### config.mk
export PLATFORM = sky130hd
export DESIGN_NAME = csad_sort_ctrl
export DESIGN_NICKNAME = d
export VERILOG_FILES = /design/src/csad_pkg.sv /design/src/csad_sort_ctrl.sv
export SDC_FILE = /design/constraint.sdc
export NUM_CORES = 1
export LEC_CHECK = 0
export BUFFER_PORTS_ARGS = -buffer_cell sky130_fd_sc_hd__buf_2
export CORE_MARGIN = 2
export CORE_UTILIZATION = 57
export CTS_BUF_LIST = sky130_fd_sc_hd__clkbuf_4 sky130_fd_sc_hd__clkbuf_8 sky130_fd_sc_hd__clkbuf_16
export CTS_CLUSTER_DIAMETER = 30
export DETAILED_ROUTE_END_ITERATION = 10
export GPL_TIMING_DRIVEN = 0
export PLACE_DENSITY = 0.83
export SYNTH_ARGS = -nofsm -noshare
export SYNTH_HDL_FRONTEND = slang
export SYNTH_SLANG_ARGS = --single-unit
export TNS_END_PERCENT = 100
### constraint.sdc
create_clock -name i_clk -period 5 [get_ports i_clk]
set_input_delay 1 -clock i_clk [delete_from_list [all_inputs] [get_ports i_clk]]
set_output_delay 1 -clock i_clk [all_outputs]
set_load 0.02 [all_outputs]
### src/csad_pkg.sv
// ---------------------------------------------------------------------------
// csad_pkg
// shared types, widths and codes of the cyclic suffix array sorter
// ---------------------------------------------------------------------------
`default_nettype none

package csad_pkg;

    localparam int MAX_LEN = 1024;
    localparam int ADDR_W  = 10;
    localparam int LEN_W   = 11;
    localparam int SYM_W   = 8;
    localparam int CLS_W   = 10;
    localparam int CNT_W   = 11;
    localparam int BUCKETS = 1024;

    localparam logic       OP_LOAD   = 1'b0;
    localparam logic       OP_READ   = 1'b1;
    localparam logic       KIND_DONE = 1'b0;
    localparam logic       KIND_READ = 1'b1;
    localparam logic [1:0] ST_OK     = 2'd0;
    localparam logic [1:0] ST_RANGE  = 2'd1;
    localparam logic [1:0] ST_OVF    = 2'd2;

    typedef struct packed {
        logic              opcode;
        logic [SYM_W-1:0]  symbol;
        logic              last_symbol;
        logic [ADDR_W-1:0] rank_index;
    } t_in;

    typedef struct packed {
        logic              kind;
        logic [1:0]        status;
        logic [ADDR_W-1:0] position;
        logic [LEN_W-1:0]  length;
    } t_out;

    typedef struct packed {
        logic [ADDR_W-1:0] text_raddr;
        logic              orda_we;
        logic [ADDR_W-1:0] orda_waddr;
        logic [ADDR_W-1:0] orda_wdata;
        logic [ADDR_W-1:0] orda_raddr;
        logic              ordb_we;
        logic [ADDR_W-1:0] ordb_waddr;
        logic [ADDR_W-1:0] ordb_wdata;
        logic [ADDR_W-1:0] ordb_raddr;
        logic              cls0_we;
        logic              cls1_we;
        logic [ADDR_W-1:0] cls_waddr;
        logic [CLS_W-1:0]  cls_wdata;
        logic [ADDR_W-1:0] cls_raddr;
        logic              cnt_we;
        logic [ADDR_W-1:0] cnt_waddr;
        logic [CNT_W-1:0]  cnt_wdata;
        logic [ADDR_W-1:0] cnt_raddr;
    } t_mem_req;

    typedef enum logic [4:0] {
        SS_IDLE, SS_INIT_RD, SS_INIT_WR, SS_CLR,
        SS_CNT_K, SS_CNT_C, SS_CNT_N, SS_CNT_W,
        SS_PRE_RD, SS_PRE_WR,
        SS_PLC_K, SS_PLC_C, SS_PLC_N, SS_PLC_W,
        SS_LOOP, SS_SHF_RD, SS_SHF_WR,
        SS_REN_A, SS_REN_B, SS_REN_C, SS_REN_D, SS_DONE
    } t_sort_state;

    typedef enum logic [1:0] {
        T_IDLE, T_SORT, T_RD, T_EMIT
    } t_top_state;

endpackage

`default_nettype wire

### src/csad_sort_ctrl.sv
// ---------------------------------------------------------------------------
// csad_sort_ctrl
// prefix doubling sequencer: radix passes, shift and class renumbering
// ---------------------------------------------------------------------------
`default_nettype none

module csad_sort_ctrl
    import csad_pkg::*;
(
    input  wire logic              i_clk,
    input  wire logic              i_rst_n,
    input  wire logic              i_start,
    input  wire logic [LEN_W-1:0]  i_len,
    input  wire logic [SYM_W-1:0]  i_text_rd,
    input  wire logic [ADDR_W-1:0] i_orda_rd,
    input  wire logic [ADDR_W-1:0] i_ordb_rd,
    input  wire logic [CLS_W-1:0]  i_cls0_rd,
    input  wire logic [CLS_W-1:0]  i_cls1_rd,
    input  wire logic [CNT_W-1:0]  i_cnt_rd,
    output t_mem_req               o_req,
    output logic                   o_done
);

    t_sort_state       r_state, n_state;
    logic [LEN_W-1:0]  r_i, n_i, r_n, n_n, r_h, n_h;
    logic [CNT_W-1:0]  r_acc, n_acc;
    logic [ADDR_W-1:0] r_key, n_key;
    logic [CLS_W-1:0]  r_c, n_c, r_ca, n_ca, r_pca, n_pca, r_pcah, n_pcah;
    logic [CLS_W-1:0]  r_cnum, n_cnum;
    logic              r_init, n_init, r_sel, n_sel;

    logic [CLS_W-1:0]  cls_cur, c_new;
    logic [ADDR_W-1:0] key_sel, ah;
    logic [LEN_W-1:0]  ah_sum, v_ext, shifted;
    logic              last_i, last_b, diff;

    assign cls_cur = r_sel ? i_cls1_rd : i_cls0_rd;
    assign key_sel = r_init ? r_i[ADDR_W-1:0] : i_ordb_rd;
    assign last_i  = (r_i == r_n - LEN_W'(1));
    assign last_b  = (r_i == LEN_W'(BUCKETS - 1));
    assign ah_sum  = {1'b0, r_key} + r_h;
    assign ah      = (ah_sum >= r_n) ? ADDR_W'(ah_sum - r_n) : ah_sum[ADDR_W-1:0];
    assign v_ext   = {1'b0, i_orda_rd};
    assign shifted = (v_ext < r_h) ? (v_ext + r_n - r_h) : (v_ext - r_h);
    assign diff    = (r_ca != r_pca) || (cls_cur != r_pcah);
    assign c_new   = (r_i == '0) ? '0 : r_cnum + CLS_W'(diff);
    assign o_done  = (r_state == SS_DONE);

    always_comb begin
        n_state = r_state;
        case (r_state)
            SS_IDLE:    if (i_start) n_state = SS_INIT_RD;
            SS_INIT_RD: n_state = SS_INIT_WR;
            SS_INIT_WR: n_state = last_i ? SS_CLR : SS_INIT_RD;
            SS_CLR:     n_state = last_b ? SS_CNT_K : SS_CLR;
            SS_CNT_K:   n_state = SS_CNT_C;
            SS_CNT_C:   n_state = SS_CNT_N;
            SS_CNT_N:   n_state = SS_CNT_W;
            SS_CNT_W:   n_state = last_i ? SS_PRE_RD : SS_CNT_K;
            SS_PRE_RD:  n_state = SS_PRE_WR;
            SS_PRE_WR:  n_state = last_b ? SS_PLC_K : SS_PRE_RD;
            SS_PLC_K:   n_state = SS_PLC_C;
            SS_PLC_C:   n_state = SS_PLC_N;
            SS_PLC_N:   n_state = SS_PLC_W;
            SS_PLC_W: begin
                if (r_i != '0) n_state = SS_PLC_K;
                else           n_state = r_init ? SS_LOOP : SS_REN_A;
            end
            SS_LOOP:    n_state = (r_h < r_n) ? SS_SHF_RD : SS_DONE;
            SS_SHF_RD:  n_state = SS_SHF_WR;
            SS_SHF_WR:  n_state = last_i ? SS_CLR : SS_SHF_RD;
            SS_REN_A:   n_state = SS_REN_B;
            SS_REN_B:   n_state = SS_REN_C;
            SS_REN_C:   n_state = SS_REN_D;
            SS_REN_D:   n_state = last_i ? SS_LOOP : SS_REN_A;
            SS_DONE:    n_state = SS_IDLE;
            default:    n_state = SS_IDLE;
        endcase
    end

    always_comb begin
        n_i = r_i; n_n = r_n; n_h = r_h; n_acc = r_acc; n_key = r_key; n_c = r_c;
        n_ca = r_ca; n_pca = r_pca; n_pcah = r_pcah; n_cnum = r_cnum;
        n_init = r_init; n_sel = r_sel;
        case (r_state)
            SS_IDLE: begin
                if (i_start) begin
                    n_n = i_len; n_i = '0; n_init = 1'b1; n_sel = 1'b0; n_h = '0;
                end
            end
            SS_INIT_WR, SS_CLR, SS_SHF_WR: begin
                n_i = ((r_state == SS_CLR) ? last_b : last_i) ? '0 : r_i + LEN_W'(1);
            end
            SS_CNT_C, SS_PLC_C: n_key = key_sel;
            SS_CNT_N, SS_PLC_N: n_c = cls_cur;
            SS_CNT_W: begin
                n_i   = last_i ? '0 : r_i + LEN_W'(1);
                n_acc = '0;
            end
            SS_PRE_WR: begin
                n_acc = r_acc + i_cnt_rd;
                n_i   = last_b ? r_n - LEN_W'(1) : r_i + LEN_W'(1);
            end
            SS_PLC_W: begin
                if (r_i != '0) begin
                    n_i = r_i - LEN_W'(1);
                end else begin
                    n_i = '0;
                    if (r_init) begin
                        n_init = 1'b0; n_h = LEN_W'(1);
                    end
                end
            end
            SS_REN_B: n_key = i_orda_rd;
            SS_REN_C: n_ca = cls_cur;
            SS_REN_D: begin
                n_pca = r_ca; n_pcah = cls_cur; n_cnum = c_new;
                if (last_i) begin
                    n_i = '0; n_h = r_h << 1; n_sel = ~r_sel;
                end else begin
                    n_i = r_i + LEN_W'(1);
                end
            end
            default: ;
        endcase
    end

    always_comb begin
        o_req = '0;
        case (r_state)
            SS_INIT_RD: o_req.text_raddr = r_i[ADDR_W-1:0];
            SS_INIT_WR: begin
                o_req.cls0_we   = ~r_sel;
                o_req.cls1_we   = r_sel;
                o_req.cls_waddr = r_i[ADDR_W-1:0];
                o_req.cls_wdata = CLS_W'(i_text_rd);
            end
            SS_CLR: begin
                o_req.cnt_we    = 1'b1;
                o_req.cnt_waddr = r_i[ADDR_W-1:0];
            end
            SS_CNT_K, SS_PLC_K: o_req.ordb_raddr = r_i[ADDR_W-1:0];
            SS_CNT_C, SS_PLC_C: o_req.cls_raddr = key_sel;
            SS_CNT_N, SS_PLC_N: o_req.cnt_raddr = cls_cur;
            SS_CNT_W: begin
                o_req.cnt_we    = 1'b1;
                o_req.cnt_waddr = r_c;
                o_req.cnt_wdata = i_cnt_rd + CNT_W'(1);
            end
            SS_PRE_RD: o_req.cnt_raddr = r_i[ADDR_W-1:0];
            SS_PRE_WR: begin
                o_req.cnt_we    = 1'b1;
                o_req.cnt_waddr = r_i[ADDR_W-1:0];
                o_req.cnt_wdata = r_acc + i_cnt_rd;
            end
            SS_PLC_W: begin
                o_req.cnt_we     = 1'b1;
                o_req.cnt_waddr  = r_c;
                o_req.cnt_wdata  = i_cnt_rd - CNT_W'(1);
                o_req.orda_we    = 1'b1;
                o_req.orda_waddr = ADDR_W'(i_cnt_rd - CNT_W'(1));
                o_req.orda_wdata = r_key;
            end
            SS_SHF_RD, SS_REN_A: o_req.orda_raddr = r_i[ADDR_W-1:0];
            SS_SHF_WR: begin
                o_req.ordb_we    = 1'b1;
                o_req.ordb_waddr = r_i[ADDR_W-1:0];
                o_req.ordb_wdata = shifted[ADDR_W-1:0];
            end
            SS_REN_B: o_req.cls_raddr = i_orda_rd;
            SS_REN_C: o_req.cls_raddr = ah;
            SS_REN_D: begin
                o_req.cls0_we   = r_sel;
                o_req.cls1_we   = ~r_sel;
                o_req.cls_waddr = r_key;
                o_req.cls_wdata = c_new;
            end
            default: ;
        endcase
    end

    always_ff @(posedge i_clk) begin
        if (!i_rst_n) begin
            r_state <= SS_IDLE;
        end else begin
            r_state <= n_state;
        end
        r_i <= n_i; r_n <= n_n; r_h <= n_h; r_acc <= n_acc; r_key <= n_key; r_c <= n_c;
        r_ca <= n_ca; r_pca <= n_pca; r_pcah <= n_pcah; r_cnum <= n_cnum;
        r_init <= n_init; r_sel <= n_sel;
    end

endmodule

`default_nettype wire

==> run summary, run 1 <==
Syn Std Cell Area: 10000 sq um
GPL Wtd Cong: 1.02
CTS tree: yes
Clock latency on the worst-skew pair: 0.37 ns
Flop and latch count out of synthesis: 111
Final hold violation count: 0
I/O pins: 210
Largest family of logic cells by synthesized area: simple AND/OR/NAND/NOR gates
Global-route usage over all layers: 0.335
Vias in the first global route: 9131
Area Overhead vs Synth: 18.5%
Starting Density: 0.582
RSZ-0062 raised after global routing: yes
Final nets: 1514
Final setup vio count: 10
Largest cells by area after synthesis: edfxtp_1 32%, ha_1 8.6%, xnor2_1 5.9%
Post-synth top area share: 0.317
Synth Area in Simple Gates: 0.198
Final period utilization: 1.04
Mapped Cells: 1131
Count of different cell masters after synthesis: 76
Critical path arrival: 4.21 ns
Relative slew margins: 0.131
Post-Syn Nets: 1286
Residual DRC: 0
Hold Crit Depth: 0
Crit start category: flop
Clock period minus worst slack: 5.21 ns
Top-count cell post-synth: nor2_1
Grt total ovfl: 0
Core area: 17200 sq um
Clk buf depth: 2
CP Class: flop to primary output
Post-synthesis sequential area ratio: 0.327
Least-Margin Pin Slew: 1.29 ns
Crit-path max FO: 5
Slowest-stage cell, CP: edfxtp_1
Sequential cell area: 3280 sq um
Initial antenna violation count: 0
Area of the multi-input gates: 6250 sq um
Worst EP required: 4.00 ns
XOR/XNOR share of the synthesized area: 0.0887
Slew Limit Fails: 0
Crit-path most repeated cell: a21oi_2
Cell Pwr Density: 262 nW/um^2
Number of synthesized flops with an enable pin: 106
Peak supply drop: 0.185 mV
First-pass GRT wire length: 47900 um
Post-Route WL: 32100 um
Compound-gate portion of the synthesized area: 0.179
Layout Cells excl Fill: 1589
Clock skew after layout: 0.0118 ns
Mean Syn Cell Area: 8.86 sq um
Antenna-violating nets left: 0
Reg2Reg Depth: 11
Routed vias: 9861
# clock sinks: 111
DP Cell Count: 1566
Die Ht: 137 um
P_leak: 5.34 nW
Hold_ws: 0.472 ns
Top_reg_cell synth: edfxtp_1
IO buf count: 209
Die ar.: 18700 sq um
Clock root cell: clkbuf_16
Fillers: 1344
Leading area contributor after synthesis: edfxtp_1
1st-iter DRT viols: 970
Fraction of layout cells with a size suffix above 1: 0.213
CP Capture Type: primary output
Multiplexer share of the synthesized area: 0.0331
Routed WL per cell: 20.2 um
Max-Cap Viols: 0
Worst Hold Class: flop to flop
HPWL after detailed placement: 24500 um
Status: finished, violations left
Final worst slack: -0.212 ns
Failing checks: negative setup slack
Placed Instance Area: 11400 sq um
Post-Route Setup TNS: -1.77 ns
Number of diodes: 0
Clock slew at reported path FFs: 0.08 ns
Routed vias/inst: 6.21
Synth Area in Adders: 0.112
Post-synth ARST share: 0
Chip width: 137 um
YS warnings: 0
CTS H-tree lvls: 3
Site Rows: 48
Finished Cell Area: 11900 sq um
Maximum clock rate: 192 MHz
Slowest stage delay, CP: 0.56 ns
CTS buffer count: 9
TritonRoute pass-1 iters: 7
Pin count of the biggest net entering global routing: 40
Synth top cells by count: 108 x nor2_1, 106 x edfxtp_1, 86 x inv_1
Critical-path cell list: fa_2 > a21oi_2 > nor2b_1 > o31a_1 > o41a_1 > a21o_1 > a21oi_2 > xnor2_1 > ha_2 > a211oi_1 > a211o_1 > buf_6 > mux2i_1 > o221ai_2 > buf_4
## power by group
part / total (mW) / internal [mW] / switching [mW]
Combinational: 1.27 / 0.500 / 0.766
Clock: 0.735 / 0.355 / 0.380
Sequential: 1.11 / 1.07 / 0.0426
## placed cells by master (no fill, tap or decap), types with 26 or more instances in the layout
cell type	Yosys	layout
a21oi_1	51	49
a22o_1	29	29
and2_1	42	42
buf_2	9	212
clkbuf_1	52	51
edfxtp_1	106	106
ha_1	69	65
inv_1	86	86
mux2i_1	32	28
nand2_1	83	83
nand3_1	26	26
nor2_1	108	108
nor3_1	37	37
o21ai_0	44	43
xnor2_1	67	67
xor2_1	32	31
## cell type report
cell class / count / area share
timing repair buffer: 217 / 0.0958
clock inverter: 7 / 0.00611
clock buffer: 9 / 0.0190
tap: 225 / 0.0237
sequential: 111 / 0.276
inverter: 86 / 0.0272
buffer: 70 / 0.0258
multi-input combinational: 864 / 0.526
## routing by layer
metal  GRT usage  routed length, um  vias up  share of wire
met5           0                  0        -              0
met4       0.168               1650        0          0.051
met3      0.0567               3130      112          0.098
met2       0.544              14900      592           0.46
met1       0.433              12500     4600           0.39
li1            -                  -     4557              -
## through the flow
stage / power (mW) / util / setup slack (ns)
after floorplan: 1.96 / - / 0.180
after global placement: 2.24 / 0.659 / -0.408
after detailed placement: 2.28 / 0.660 / -0.518
after CTS: 3.05 / 0.685 / -0.144
after global routing: 3.24 / 0.689 / -0.342
final: 3.11 / 0.689 / -0.212
## path summary, 6_finish.rpt
| kind | startpoint | to | slack, ns |
|---|---|---|---|
| min | r_ca[7] | r_pca[7] | 0.47 |
| max | r_h[1] | o_req[40] | -0.21 |
| max reg2reg | r_n[1] | r_sel | 0.96 |
| min reg2reg | r_ca[7] | r_pca[7] | 0.47 |
## state kept, by name, summed over array words and instances (netlist names)
signal   flops
r_acc       11
r_c         10
r_ca        10
r_cnum      10
r_h         11
r_i         11
r_init       1
r_key       10
r_n         11
r_pca       10
r_pcah      10
r_sel        1
r_state      5
## timing repair
item,4_1_cts,5_1_grt
setup buffers,5,1
resized for setup,23,17
hold buffers,0,0
cloned,1,0
endpoints found under the setup margin,13,13
pin swaps,8,7
## kinds of logic after synthesis
| logic type | count (synthesis) |
|---|---|
| flops | 111 |
| mux | 33 |
| xor+xnor | 100 |
| compound gates | 254 |
| fa+ha+maj | 82 |
| buf+inv | 156 |
| simple gates | 395 |
## worst max-delay path, delay by kind of cell, from the launching register on
kind | cells | cell delay, ns
buffers and inverters | 2 | 0.38
adders and majority gates | 2 | 0.67
muxes | 1 | 0.24
AOI/OAI and AO/OA | 8 | 1.80
and+or+nand+nor | 1 | 0.06
DFF | 1 | 0.56
xor gates and xnor gates | 1 | 0.12
Note: power is estimated with default switching activity, not from simulation.
==> inputs of run 2 (changes only) <==
==> constraint.sdc (replaced) <==
create_clock -name i_clk -period 5 [get_ports i_clk]
set_input_delay 0.25 -clock i_clk [delete_from_list [all_inputs] [get_ports i_clk]]
set_output_delay 0.25 -clock i_clk [all_outputs]
set_load 0.02 [all_outputs]
==> run 2 against run 1 <==
Net effect: the flow now finishes without violations; sequential share of layout area rose by 0.50 points; die area unchanged; sequential cell count did not move; via count fell by 0.63%; global-route usage fell by 0.35 points; maximum frequency grew 9.7%; total power down 2.8%; cell count decreased by 0.50%; combinational power decreased by 7%; register-to-register slack got worse by 0.03 ns; sequential power hardly changed; largest power group unchanged; highest routed layer unchanged.
==> run summary, run 2 (same netlist as run 1, synthesis figures left out) <==
CP Class: flop to primary output
Peak supply drop: 0.182 mV (-1.5%)
Sequential Power Share: 0.367 (+0.010)
WHS Endpoint: r_n[4]
Post-CTS Setup Repair Bufs: 0 (-5)
Fraction of layout cells with a size suffix above 1: 0.194 (-0.0194)
Site Rows: 48 (unchanged)
Grt total ovfl: 0 (unchanged)
Most frequent cells in the layout: 219 x buf_2, 108 x nor2_1, 106 x edfxtp_1, 86 x inv_1, 83 x nand2_1
Area Overhead vs Synth: 16.4%
DP Cell Count: 1566 (unchanged)
Post-Route WL: 31700 um (-1.5%)
Starting Density: 0.582 (unchanged)
Chip width: 137 um (unchanged)
Sw frac: 0.378 (-0.00362)
Switching pwr: 1.15 mW (-3.7%)
Routed vias: 9799 (-0.63%)
Flop-to-flop setup slack: 0.93 ns (-0.03 ns)
Routed WL per cell: 20.0 um (-0.97%)
Final setup vio count: 0 (-10)
Fraction of power consumed by the clock network: 0.242 (+0.006)
Slew Limit Fails: 0 (unchanged)
Number of diodes: 0 (unchanged)
Maximum clock rate: 211 MHz (+9.7%)
Clock latency on the worst-skew pair: 0.37 ns (about the same)
Residual DRC: 0 (unchanged)
Pre-CTS setup slack: 0.232 ns (+0.750 ns)
Worst r2r dst: r_sel
Cell Pwr Density: 259 nW/um^2 (-1.0%)
Final hold violation count: 0 (unchanged)
Crit start category: flop
P_leak: 5.30 nW (-0.75%)
1st-iter DRT viols: 850 (-12%)
Clock slew at reported path FFs: 0.09 ns (about the same)
Core area: 17200 sq um (unchanged)
CP Capture Type: primary output
Clk buf depth: 2 (unchanged)
P_int: 1.88 mW (-2.2%)
IO buf count: 209 (unchanged)
Most common cell after layout, fill and taps aside: buf_2
Final worst slack: 0.250 ns (+0.462 ns)
HPWL after detailed placement: 24500 um (unchanged)
Reg2Reg Depth: 11 (unchanged)
Worst Hold Class: primary input to flop
CTS tree: yes
Initial antenna violation count: 0 (unchanged)
Die Ht: 137 um (unchanged)
Relative slew margins: 0.148 (+0.0171)
Worst EP required: 4.75 ns (+0.75 ns)
Die ar.: 18700 sq um (unchanged)
Vias in the first global route: 9067 (-0.70%)
Status: completed
Global-route usage over all layers: 0.332 (-0.00352)
I/O pins: 210 (unchanged)
CTS buffer count: 9 (unchanged)
Antenna-violating nets left: 0 (unchanged)
Hold Crit Depth: 1 (+1)
First-pass GRT wire length: 47500 um (-0.94%)
Worst r2r src: r_n[1]
Clock period minus worst slack: 4.75 ns (-0.462 ns)
Critical path arrival: 4.50 ns (+0.29 ns)
Max-Cap Viols: 0 (unchanged)
Layout Cells excl Fill: 1581 (-0.50%)
Clock root cell: clkbuf_16
RSZ-0062 raised after global routing: no
Hold_sp: i_len[4]
Least-Margin Pin Slew: 1.27 ns (-0.0254 ns)
Post-layout util: 0.677 (-0.0122)
GPL Wtd Cong: 1.02 (unchanged)
Crit-path max FO: 12 (+7)
Routed vias/inst: 6.20 (-0.13%)
Post-Route Setup TNS: 0 ns (+1.77 ns)
Logic pwr share: 0.391 (-0.016)
TritonRoute pass-1 iters: 5 (-2)
# clock sinks: 111 (unchanged)
Final nets: 1506 (-0.53%)
Final period utilization: 0.950 (-0.0923)
Clock skew after layout: 0.0111 ns (-0.000698 ns)
CTS H-tree lvls: 3 (unchanged)
Pin count of the biggest net entering global routing: 40 (unchanged)
-- run 2: changes by cell type in the layout (fill, tap and decap cells not counted), sizes merged --
cell	before	now
buf	235	227
-- run 2: area by class of cell --
| cell class | count | area, sq um |
|---|---|---|
| buffer | 69 | 294 |
| clock buffer | 9 | 225 |
| clock inverter | 7 | 72.6 |
| fill | 1392 | 5570 |
| inverter | 86 | 323 |
| multi-input combinational | 864 | 6140 |
| sequential | 111 | 3280 |
| tap | 225 | 282 |
| timing repair buffer | 210 | 1050 |
-- run 2: how the worst max path moves through the flow --
stage	from	end	slack, ns	cells past startpoint
6_report	r_key[0]	o_req[40]	0.25	15
5_1_grt	r_h[0]	o_req[39]	0.08	14
4_1_cts	r_key[0]	o_req[40]	0.06	14
3_5_place_dp	r_h[0]	o_req[40]	0.23	15
3_3_place_gp	r_n[1]	r_h[0]	0.09	11
2_1_floorplan	r_h[0]	o_req[34]	0.93	14
-- run 2: power by group through the flow --
stage | Clock (mW) | Sequential [mW] | Combinational [mW]
2_1_floorplan | 0 | 1.11 | 0.843
3_3_place_gp | 0 | 1.13 | 1.11
3_5_place_dp | 0 | 1.13 | 1.15
4_1_cts | 0.735 | 1.11 | 1.15
5_1_grt | 0.760 | 1.12 | 1.29
6_report | 0.733 | 1.11 | 1.18
-- run 2: per-layer routing --
layer  global-route usage  wire length, um  vias up  part of all wire
li1                     -                -     4539                 -
met1                0.424            12300     4540              0.39
met2                0.539            14700      605              0.46
met3               0.0622             3130      115             0.099
met4                0.164             1600        0             0.051
met5                    0                0        -                 0
-- run 2: timing repair --
action	in CTS	in global routing
resized for setup	0	2
endpoints found under the setup margin	8	10
hold buffers	0	0
-- run 2: critical path: stages, from the launching register on --
cell,delay [ns]
edfxtp_1,0.51
ha_1,0.28
fa_1,0.41
a21oi_1,0.14
nor2b_1,0.07
o31a_1,0.27
o41a_1,0.37
a21o_1,0.19
a21oi_1,0.26
xnor2_1,0.17
ha_1,0.21
a211oi_1,0.08
a211o_4,0.44
mux2i_1,0.15
o221ai_1,0.33
buf_2,0.24
-- run 2: stage by stage --
step	power (mW)	cell area (sq um)	hold slack (ns)
floorplan	1.96	10000	0.349
global placement	2.24	11400	0.427
detailed placement	2.28	11400	0.429
CTS	3.00	11700	0.0455
global route	3.17	11700	0.0413
finish	3.03	11700	0.0440
==> inputs of run 3 (changes only) <==
--- a/config.mk
+++ b/config.mk
@@ -13,6 +13,7 @@
 export DETAILED_ROUTE_END_ITERATION = 10
 export GPL_TIMING_DRIVEN = 0
 export PLACE_DENSITY = 0.83
+export REMOVE_ABC_BUFFERS = 1
 export SYNTH_ARGS = -nofsm -noshare
 export SYNTH_HDL_FRONTEND = slang
 export SYNTH_SLANG_ARGS = --single-unit
==> run 3 against run 2 <==
Net effect: clock power rose by 4.0%; core utilization shrank 1.5 points; highest routed layer unchanged; clock skew about the same; largest cell class unchanged; global-route usage is 2.1 points lower; largest power group is now sequential cells; wire length down 6.9%.
==> run summary, run 3 (same netlist as run 1, synthesis figures left out) <==
Least-Margin Pin Slew: 1.20 ns (-0.0611 ns)
Most frequent cells in the layout: 209 x buf_2, 108 x nor2_1, 106 x edfxtp_1, 85 x inv_1, 83 x nand2_1
Critical path arrival: 4.47 ns (-0.03 ns)
TritonRoute pass-1 iters: 6 (+1)
Sw frac: 0.363 (-0.0154)
Worst EP required: 4.75 ns (about the same)
Pin count of the biggest net entering global routing: 37 (-7.5%)
Crit-path max FO: 12 (unchanged)
Starting Density: 0.582 (unchanged)
Final hold violation count: 0 (unchanged)
# clock sinks: 111 (unchanged)
Reg2Reg Depth: 7 (-4)
Global-route usage over all layers: 0.311 (-0.0211)
Flop-to-flop setup slack: 0.78 ns (-0.15 ns)
Post-Route WL: 29500 um (-6.9%)
P_int: 1.92 mW (+1.8%)
Status: completed
Clock skew after layout: 0.0110 ns (-0.000119 ns)
Worst r2r dst: r_i[3]
IO buf count: 209 (unchanged)
Most common cell after layout, fill and taps aside: buf_2
Chip width: 137 um (unchanged)
Maximum clock rate: 212 MHz (+0.57%)
Total chip power: 3.01 mW (-0.66%)
Grt total ovfl: 0 (unchanged)
Die ar.: 18700 sq um (unchanged)
Clk buf depth: 2 (unchanged)
Final worst slack: 0.277 ns (+0.0271 ns)
Routed WL per cell: 19.5 um (-2.8%)
Max-Cap Viols: 0 (unchanged)
Clock period minus worst slack: 4.72 ns (-0.0271 ns)
Routed vias: 9393 (-4.1%)
DP Cell Count: 1497 (-4.4%)
Fraction of power consumed by the clock network: 0.253 (+0.011)
Residual DRC: 0 (unchanged)
Initial antenna violation count: 0 (unchanged)
HPWL after detailed placement: 22000 um (-10%)
CTS H-tree lvls: 3 (unchanged)
Worst Hold Class: primary input to flop
Number of diodes: 0 (unchanged)
CTS tree: yes
Peak supply drop: 0.167 mV (-8.5%)
CTS buffer count: 9 (unchanged)
Fraction of layout cells with a size suffix above 1: 0.197 (+0.00310)
Site Rows: 48 (unchanged)
First-pass GRT wire length: 45200 um (-4.8%)
Relative slew margins: 0.197 (+0.0485)
Fillers: 1402 (+0.72%)
Switching pwr: 1.09 mW (-4.7%)
Area Overhead vs Synth: 13.9%
CP Class: flop to primary output
Final nets: 1439 (-4.4%)
Final setup vio count: 0 (unchanged)
Pre-CTS setup slack: 0.618 ns (+0.385 ns)
I/O pins: 210 (unchanged)
Logic pwr share: 0.345 (-0.046)
Routed vias/inst: 6.20 (about the same)
1st-iter DRT viols: 982 (+16%)
Crit start category: flop
Layout Cells excl Fill: 1514 (-4.2%)
Slew Limit Fails: 0 (unchanged)
Core area: 17200 sq um (unchanged)
GPL Wtd Cong: 0.982 (-3.6%)
Post-Route Setup TNS: 0 ns (unchanged)
Antenna-violating nets left: 0 (unchanged)
Hold Crit Depth: 1 (unchanged)
Final period utilization: 0.945 (-0.00543)
Vias in the first global route: 8645 (-4.7%)
Sequential Power Share: 0.402 (+0.035)
P_leak: 5.18 nW (-2.2%)
RSZ-0062 raised after global routing: no
Worst r2r src: r_state[4]
WHS Endpoint: r_n[10]
Cell Pwr Density: 263 nW/um^2 (+1.6%)
Hold_sp: i_len[10]
Clock slew at reported path FFs: 0.08 ns (about the same)
Clock root cell: clkbuf_16
Clock latency on the worst-skew pair: 0.37 ns (about the same)
CP Capture Type: primary output
Die Ht: 137 um (unchanged)
run 3: worst max path at each step:
stage                 from        end  slack, ns
finish              r_h[0]  o_req[33]       0.28
global route        r_h[0]  o_req[37]       0.08
detailed placement  r_h[0]  o_req[37]       0.62
floorplan           r_n[1]     r_h[0]       0.95
CTS                 r_h[0]  o_req[37]       0.20
global placement    r_n[0]     r_h[2]       0.04
run 3: what timing repair did:
| item | in CTS | in global routing |
|---|---|---|
| hold buffers | 0 | 0 |
| gates resized for setup | 0 | 1 |
| buffers inserted | 0 | 0 |
| endpoints found under the setup margin | 0 | 8 |
run 3: stage by stage:
step                      hold slack, ns  area, sq um   util
after floorplan                    0.349         9730      -
after global placement             0.429        11100  0.641
after detailed placement           0.429        11100  0.644
after CTS                         0.0520        11400  0.662
after global routing              0.0578        11400  0.662
final                             0.0583        11400  0.662
run 3: metal layers:
metal,GRT usage,wire length (um),up-vias
li1,-,-,4390
met1,0.433,12300,4443
met2,0.497,13600,508
met3,0.0474,2890,52
met4,0.0995,678,0
met5,0,0,-
run 3: layout make-up:
cell class	count	area, sq um	area share
multi-input cells	864	6140	0.538
flip-flops and latches	111	3280	0.288
repair buffers	212	1080	0.0948
inverters	86	323	0.0283
well taps	225	282	0.0247
clock buffers	11	240	0.0210
clock inverters	5	66.3	0.00581
run 3: worst max-delay path, stage by stage (launching register included):
cell	delay [ns]
edfxtp_1	0.47
ha_1	0.27
fa_1	0.41
a21oi_1	0.15
nor2b_1	0.08
o31a_1	0.27
o41a_1	0.37
xor2_1	0.18
ha_1	0.38
nand4_1	0.13
nor2_1	0.16
a211oi_1	0.09
a211o_2	0.49
mux2i_1	0.17
a221o_1	0.33
buf_2	0.17
run 3: power by group through the flow:
| stage | registers [mW] | logic, mW | clock network [mW] |
|---|---|---|---|
| floorplan | 1.16 | 0.767 | 0 |
| global placement | 1.22 | 0.972 | 0 |
| detailed placement | 1.22 | 1.00 | 0 |
| CTS | 1.20 | 1.02 | 0.765 |
| global route | 1.21 | 1.14 | 0.796 |
| finish | 1.21 | 1.04 | 0.762 |
